`config.mk`:
```
export PLATFORM = sky130hd
export DESIGN_NAME = wnv_scale
export DESIGN_NICKNAME = d
export VERILOG_FILES = /design/src/rtl/wnv_pkg.sv /design/src/rtl/wnv_scale.sv
export SDC_FILE = /design/constraint.sdc
export NUM_CORES = 2
export LEC_CHECK = 0
export BUFFER_PORTS_ARGS = -buffer_cell sky130_fd_sc_hd__buf_2
export CORE_MARGIN = 1
export CORE_UTILIZATION = 29
export CTS_CLUSTER_DIAMETER = 150
export DETAILED_ROUTE_END_ITERATION = 8
export PLACE_DENSITY = 0.53
export SKIP_CTS_REPAIR_TIMING = 1
export SYNTH_ARGS = -nofsm -noshare
export SYNTH_HDL_FRONTEND = slang
export SYNTH_SLANG_ARGS = --single-unit
```
`constraint.sdc`:
```
create_clock -name clk -period 8.67 [get_ports clk]
set_input_delay 0.4335 -clock clk [delete_from_list [all_inputs] [get_ports clk]]
set_output_delay 0.4335 -clock clk [all_outputs]
set_load 0.03 [all_outputs]
```
`src/rtl/wnv_pkg.sv`:
```
`timescale 1ns / 1ps
// ----------------------------------------------------------------------------
// wnv_pkg
// Shared types, constants and helpers for the tiling cellular noise block.
// ----------------------------------------------------------------------------
package wnv_pkg;

    localparam int EDGE_VOXELS = 128;
    localparam int VOXEL_W     = 7;
    localparam int CELL_W      = 6;
    localparam int POS_W       = 22;
    localparam int DIFF_W      = 24;
    localparam int ERR_W       = 22;
    localparam int SQ_W        = 42;
    localparam int DIST_W      = 44;
    localparam int CAP_W       = 37;
    localparam int LEVEL_W     = 28;
    localparam int NOISE_W     = 8;
    localparam int NBR_COUNT   = 27;

    localparam logic [31:0] HASH_MUL   = 32'h045d_9f3b;
    localparam logic [31:0] SEED_MUL   = 32'd3517;
    localparam logic [31:0] SEED_ADD   = 32'd12345;
    localparam logic [22:0] SCALE_MUL  = 23'd6502500;
    localparam logic [27:0] THR_MUL    = 28'd169;
    localparam logic [CAP_W-1:0] DIST_CAP = CAP_W'(64'd1 << 36);

    localparam logic [1:0] OFF_DEC  = 2'd0;
    localparam logic [1:0] OFF_SAME = 2'd1;
    localparam logic [1:0] OFF_INC  = 2'd2;

    typedef struct packed {
        logic [2:0][POS_W-1:0] pos;
        logic [DIST_W-1:0]     best;
    } wnv_ctx_t;

    typedef struct packed {
        logic [CELL_W-1:0]   g;
        logic [2*CELL_W-1:0] gg;
    } wnv_geom_t;

    function automatic logic [CELL_W-1:0] wnv_nbr(input logic [CELL_W-1:0] c,
                                                  input logic [1:0] off,
                                                  input logic [CELL_W-1:0] g);
        logic [CELL_W-1:0] r;
        case (off)
            OFF_DEC:  r = (c == '0) ? g - CELL_W'(1) : c - CELL_W'(1);
            OFF_INC:  r = (c == g - CELL_W'(1)) ? '0 : c + CELL_W'(1);
            default:  r = c;
        endcase
        return r;
    endfunction

    function automatic logic signed [ERR_W-1:0] wnv_wrap(input logic signed [DIFF_W-1:0] d,
                                                         input logic [CELL_W-1:0] g);
        logic signed [DIFF_W-1:0] half;
        logic signed [DIFF_W-1:0] full;
        logic signed [DIFF_W-1:0] r;
        half = $signed({3'b000, g, 15'd0});
        full = $signed({2'b00, g, 16'd0});
        r    = d;
        if (d > half)
        begin
            r = d - full;
        end
        else if (d < -half)
        begin
            r = d + full;
        end
        return r[ERR_W-1:0];
    endfunction

endpackage

```
`src/rtl/wnv_scale.sv`:
```
`timescale 1ns / 1ps
// ----------------------------------------------------------------------------
// wnv_scale
// Cap the minimum squared distance, scale it and find the 8-bit level by a
// pipelined binary search, one bit per stage.
// ----------------------------------------------------------------------------
module wnv_scale (
    input  logic                          clk,
    input  logic                          rst_n,
    input  logic                          advance,
    input  logic                          in_valid,
    input  logic [wnv_pkg::DIST_W-1:0]    in_dist,
    output logic                          out_valid,
    output logic [wnv_pkg::NOISE_W-1:0]   out_level
);
    import wnv_pkg::*;

    logic [NOISE_W:0]   vld_reg;
    logic [NOISE_W:0]   vld_next;
    logic [LEVEL_W-1:0] lvl_reg [NOISE_W+1];
    logic [LEVEL_W-1:0] lvl_next [NOISE_W+1];
    logic [NOISE_W-1:0] k_reg [NOISE_W+1];
    logic [NOISE_W-1:0] k_next [NOISE_W+1];

    always_comb
    begin
        logic [CAP_W-1:0]   capped;
        logic [54:0]        lo;
        logic [27:0]        hi;
        logic [NOISE_W-1:0] trial;
        logic [15:0]        sq;
        logic [LEVEL_W-1:0] thr;

        vld_next = {vld_reg[NOISE_W-1:0], in_valid};

        capped      = (in_dist > DIST_W'(DIST_CAP)) ? DIST_CAP : in_dist[CAP_W-1:0];
        lo          = 55'(capped[31:0]) * 55'(SCALE_MUL);
        hi          = 28'(capped[CAP_W-1:32]) * 28'(SCALE_MUL);
        lvl_next[0] = hi + 28'(lo[54:32]);
        k_next[0]   = '0;

        for (int i = 1; i <= NOISE_W; i++)
        begin
            trial       = k_reg[i-1] | (NOISE_W'(1) << (NOISE_W - i));
            sq          = 16'(trial) * 16'(trial);
            thr         = 28'(sq) * THR_MUL;
            lvl_next[i] = lvl_reg[i-1];
            k_next[i]   = (lvl_reg[i-1] >= thr) ? trial : k_reg[i-1];
        end
    end

    always_ff @(posedge clk or negedge rst_n)
    begin
        if (!rst_n)
        begin
            vld_reg <= '0;
        end
        else if (advance)
        begin
            vld_reg <= vld_next;
        end
    end

    always_ff @(posedge clk)
    begin
        if (advance)
        begin
            lvl_reg <= lvl_next;
            k_reg   <= k_next;
        end
    end

    assign out_valid = vld_reg[NOISE_W];
    assign out_level = k_reg[NOISE_W];

endmodule
```
# Yosys cells after proc, flatten, opt, wreduce, memory -nomap -nowiden
# Cells that the tools add are included.
# totals
ff_bits,297
word_cells,52
# op_classes
magnitude_cmp,9
n_mux,1
n_addsub,1
multipliers,16
# op_table
op,count
28-bit by 24-bit greater-or-equal comparator with 1-bit output,7
16-bit by 8-bit multiplier with 24-bit output (second input constant),7
8-bit by 8-bit multiplier with 16-bit output,7
32-bit by 21-bit multiplier with 53-bit output (second input constant),1
44-bit by 37-bit greater-than comparator with 1-bit output (second input constant),1
37-bit 2-to-1 mux,1
28-bit by 23-bit adder with 28-bit output,1
28-bit by 22-bit greater-or-equal comparator with 1-bit output (second input constant),1
5-bit by 21-bit multiplier with 26-bit output (second input constant),1

# Longest topological paths before layout
# logic_depth
depth_word,4
ltp_mapped,42
depth_no_buf,39

# Least setup slack after synthesis
# No wires, ideal clock.
# synth_path
path_kind,input port to flip-flop
from,input in_dist[40] in the netlist's numbering
to,register lvl_reg (netlist bit lvl_next[223]) (data pin)
arrival_time_ns,9.391
cell_stages,40
slack_ns,-0.987
path_buffers,3
setup_ns,0.266
cell_sequence,or4_1 nor4_1 clkbuf_1 and2_1 clkbuf_1 clkbuf_1 nand2_1 inv_1 ha_1 inv_1 fa_1 inv_1 fa_1 fa_1 inv_1 fa_1 inv_1 fa_1 [4 not listed] o21ai_0 a211oi_1 a21bo_2 a31oi_1 inv_1 a21oi_1 xnor2_1 ha_1 o21ai_0 o211a_1 nor3_2 a41o_1 a21oi_2 a21oi_4 a2111oi_1 o21bai_4 nor4_1 xnor2_1
# synth_lines
item,line_no,text
from (decl),wnv_scale.sv:12,"input logic [wnv_pkg::DIST_W-1:0] in_dist,"
to (signal assigned),wnv_scale.sv:68,lvl_reg <= lvl_next;
to (decl),wnv_scale.sv:20,logic [LEVEL_W-1:0] lvl_reg [NOISE_W+1];

==> results_dict.tcl <==
set metrics [dict create \
    clock_skew_ns 0.01334 \
    grt_util_met3 0.01039 \
    syn2layout_area_growth_pct 22.38 \
    largest_reg_flops 224 \
    synth-edff-count 260 \
    max_cap_violations 0 \
    grt_pass1_wl_mm 119.0 \
    period_needed_ns 8.572 \
    numCtsBuffers 30 \
    cp_slowest_cell "fa_1" \
    via_per_inst 4.431 \
    pin_count 57 \
    via_count 22730 \
    holdWs_ns 0.08573 \
    start_util 0.2928 \
    cpLargestDelayFamily "adder cells" \
    tightest_slew_ns 1.063 \
    cts.sinks 269 \
    hold_viol 0 \
    ys_seq_elements 269 \
    cp.arrival_ns 8.90 \
    hpwl_mm 64.52 \
    antenna_found_initial 0 \
    outcome "finished, final reports clean" \
    cts.clk_slew.worst_paths_ns 0.06 \
    synthesis.area_mm2 0.03407 \
    dr.pass1.iters 5 \
    num_rows 125 \
    die_h_um 344.8 \
    cpPeakStageDelay_ns 0.55 \
    final_util 0.3584 \
    cp_max_fo 8 \
    required_ns 9.00 \
    hold_path.class "primary input to register" \
    yosysSeqAreaShare 0.2358 \
    grt.busiest_layer "met2" \
    async_reset_ff_frac 0.03346 \
    final_max_slew_viol_count 0 \
    diodes 0 \
    synth_top_flop_cell "edfxtp_1" \
    cts_buffer_depth 3 \
    n_fill_cell 11800 \
    drive_gt1_frac 0.2110 \
    synth.avg_cell_area_um2 10.91 \
    die_w_um 344.8 \
    synthCells 3124 \
    yosysUniqueCellTypes 85 \
    layout_commonest_cell "ha_1" \
    routed_wl_mm 74.10 \
    grt-ovfl-total 0 \
    gp_congestion 0.8928 \
    portBuffers 56 \
    cts_tree "done" \
    htreeDepth 1 \
    first_global_vias 23280 \
    cts_root_buf "clkbuf_16" \
    grt.met1_usage 0.1671 \
    drcViolationCount 0 \
    fmax_ghz 0.1167 \
    setup_viol_count_final 0 \
    rsz0062_at_grt "yes" \
    post-route-period-util 0.9887 \
    met2_usage 0.2197 \
    ys.warnings.count 0 \
    path_buf_inv 10 \
    end_kind "register" \
    grtUsageTotal 0.1250 \
    core-area_mm2 0.1164 \
    fin_nets 4765 \
    slew-limit-headroom 0.2912 \
    syn-num-nets 4303 \
    critical_path_class "primary input to register" \
    cp-start-kind "primary input" \
    ant_nets 0 \
    drt_iter0_markers 753 \
    grt_max_degree 175 \
    final_cell_mix "744 x ha_1, 561 x inv_1, 372 x buf_4, 315 x fa_1, 260 x edfxtp_1" \
    wl_per_cell_um 14.44 \
    dieArea_mm2 0.1189 \
    clk_latency_ns 0.58 \
]
[synth_stat cells, types with 5 or more instances]
library cell  count  share of area
o21a_1           49          0.011
nand4_1          24         0.0044
a31oi_1          13         0.0024
o21ai_1           7         0.0010
a211o_1           5         0.0013
or2_2            14         0.0026
edfxtp_1        260           0.23
o31ai_1           5         0.0011
inv_1           604          0.067
nor4_1           18         0.0033
and3_1           16         0.0029
a211oi_1         12         0.0026
dfrtp_1           9         0.0066
a21oi_1         129          0.019
nor2b_1          25         0.0046
nand2_1         114          0.013
nand2b_1         31         0.0057
and2_1           38         0.0070
nand3_1          26         0.0038
xor2_1           70          0.018
nor2_1          115          0.013
clkbuf_1         12         0.0013
mux2_2           12         0.0040
ha_1            804           0.30
a21o_1           55          0.012
nor3_1           28         0.0041
or3_1             6         0.0011
xnor2_1         126          0.032
o21bai_1         22         0.0048
fa_1            327           0.19
o21ai_0          57         0.0084
[worst paths after layout]
| kind | startpoint | endpoint | slack (ns) | cells after the start |
|---|---|---|---|---|
| worst max-delay path | in_dist[31] | lvl_next[223]$_DFFE_PP_ | 0.1 | 41 |
| worst min-delay path | in_valid | vld_reg[0]$_DFFE_PN0P_ | 0.09 | 2 |
| worst max register to register | k_reg[15]$_DFFE_PP_ | out_level[0]$_SDFFCE_PP1P_ | 0.39 | 32 |
| worst min register to register | lvl_next[29]$_DFFE_PP_ | lvl_next[1]$_DFFE_PP_ | 0.41 | 0 |
| max in group asynchronous | rst_n | vld_reg[6]$_DFFE_PN0P_ | 8.28 | 2 |
| min in group asynchronous | rst_n | vld_reg[8]$_DFFE_PN0P_ | 0.22 | 2 |
[cell families after synthesis]
family,count (synthesis),synth area share
fa+ha+maj,1131,0.4874
buf+inv,620,0.06878
simple gates,475,0.06999
compound gates,417,0.08222
flops,269,0.2358
xor+xnor,198,0.05134
mux,14,0.004554
[routing by layer]
metal	routed length [µm]	share of wire
met1	34980	0.47
met2	36260	0.49
met3	1627	0.022
met4	1223	0.017
met5	0	0
[cell type report]
cell class,count,area [µm²],share of cell area
repair buffers,446,3372,0.08087
well taps,1524,1907,0.04573
inverters,604,2365,0.05671
multi-input cells,2235,25090,0.6017
clock buffers,33,762.0,0.01827
clock inverters,20,171.4,0.004111
flip-flops and latches,269,8033,0.1926
[worst reg2reg max path: cells and delay by family, from the launching register on]
family | cells | cell delay, ns
buffers and inverters | 6 | 0.54
AND/OR/NAND/NOR | 6 | 0.99
adder cells (fa/ha/maj) | 11 | 4.50
flip-flops | 1 | 0.43
XOR/XNOR | 2 | 0.31
AO/OA/AOI/OAI | 7 | 1.39
[per-stage QoR]
step	worst slack [ns]	instance area, µm²	cells	TNS (ns)
6_report	0.09836	41700	5131	0
5_1_grt	-0.2382	41700	5131	-0.8242
4_1_cts	-0.5611	40750	5104	-3.934
3_5_place_dp	-1.145	39820	5051	-13.33
3_3_place_gp	-1.147	39820	5051	-13.68
2_1_floorplan	-0.05634	34940	3124	-0.1013
Power is not shown: default switching activity piles up to over one toggle a cycle in this logic, so the estimate is an artifact.
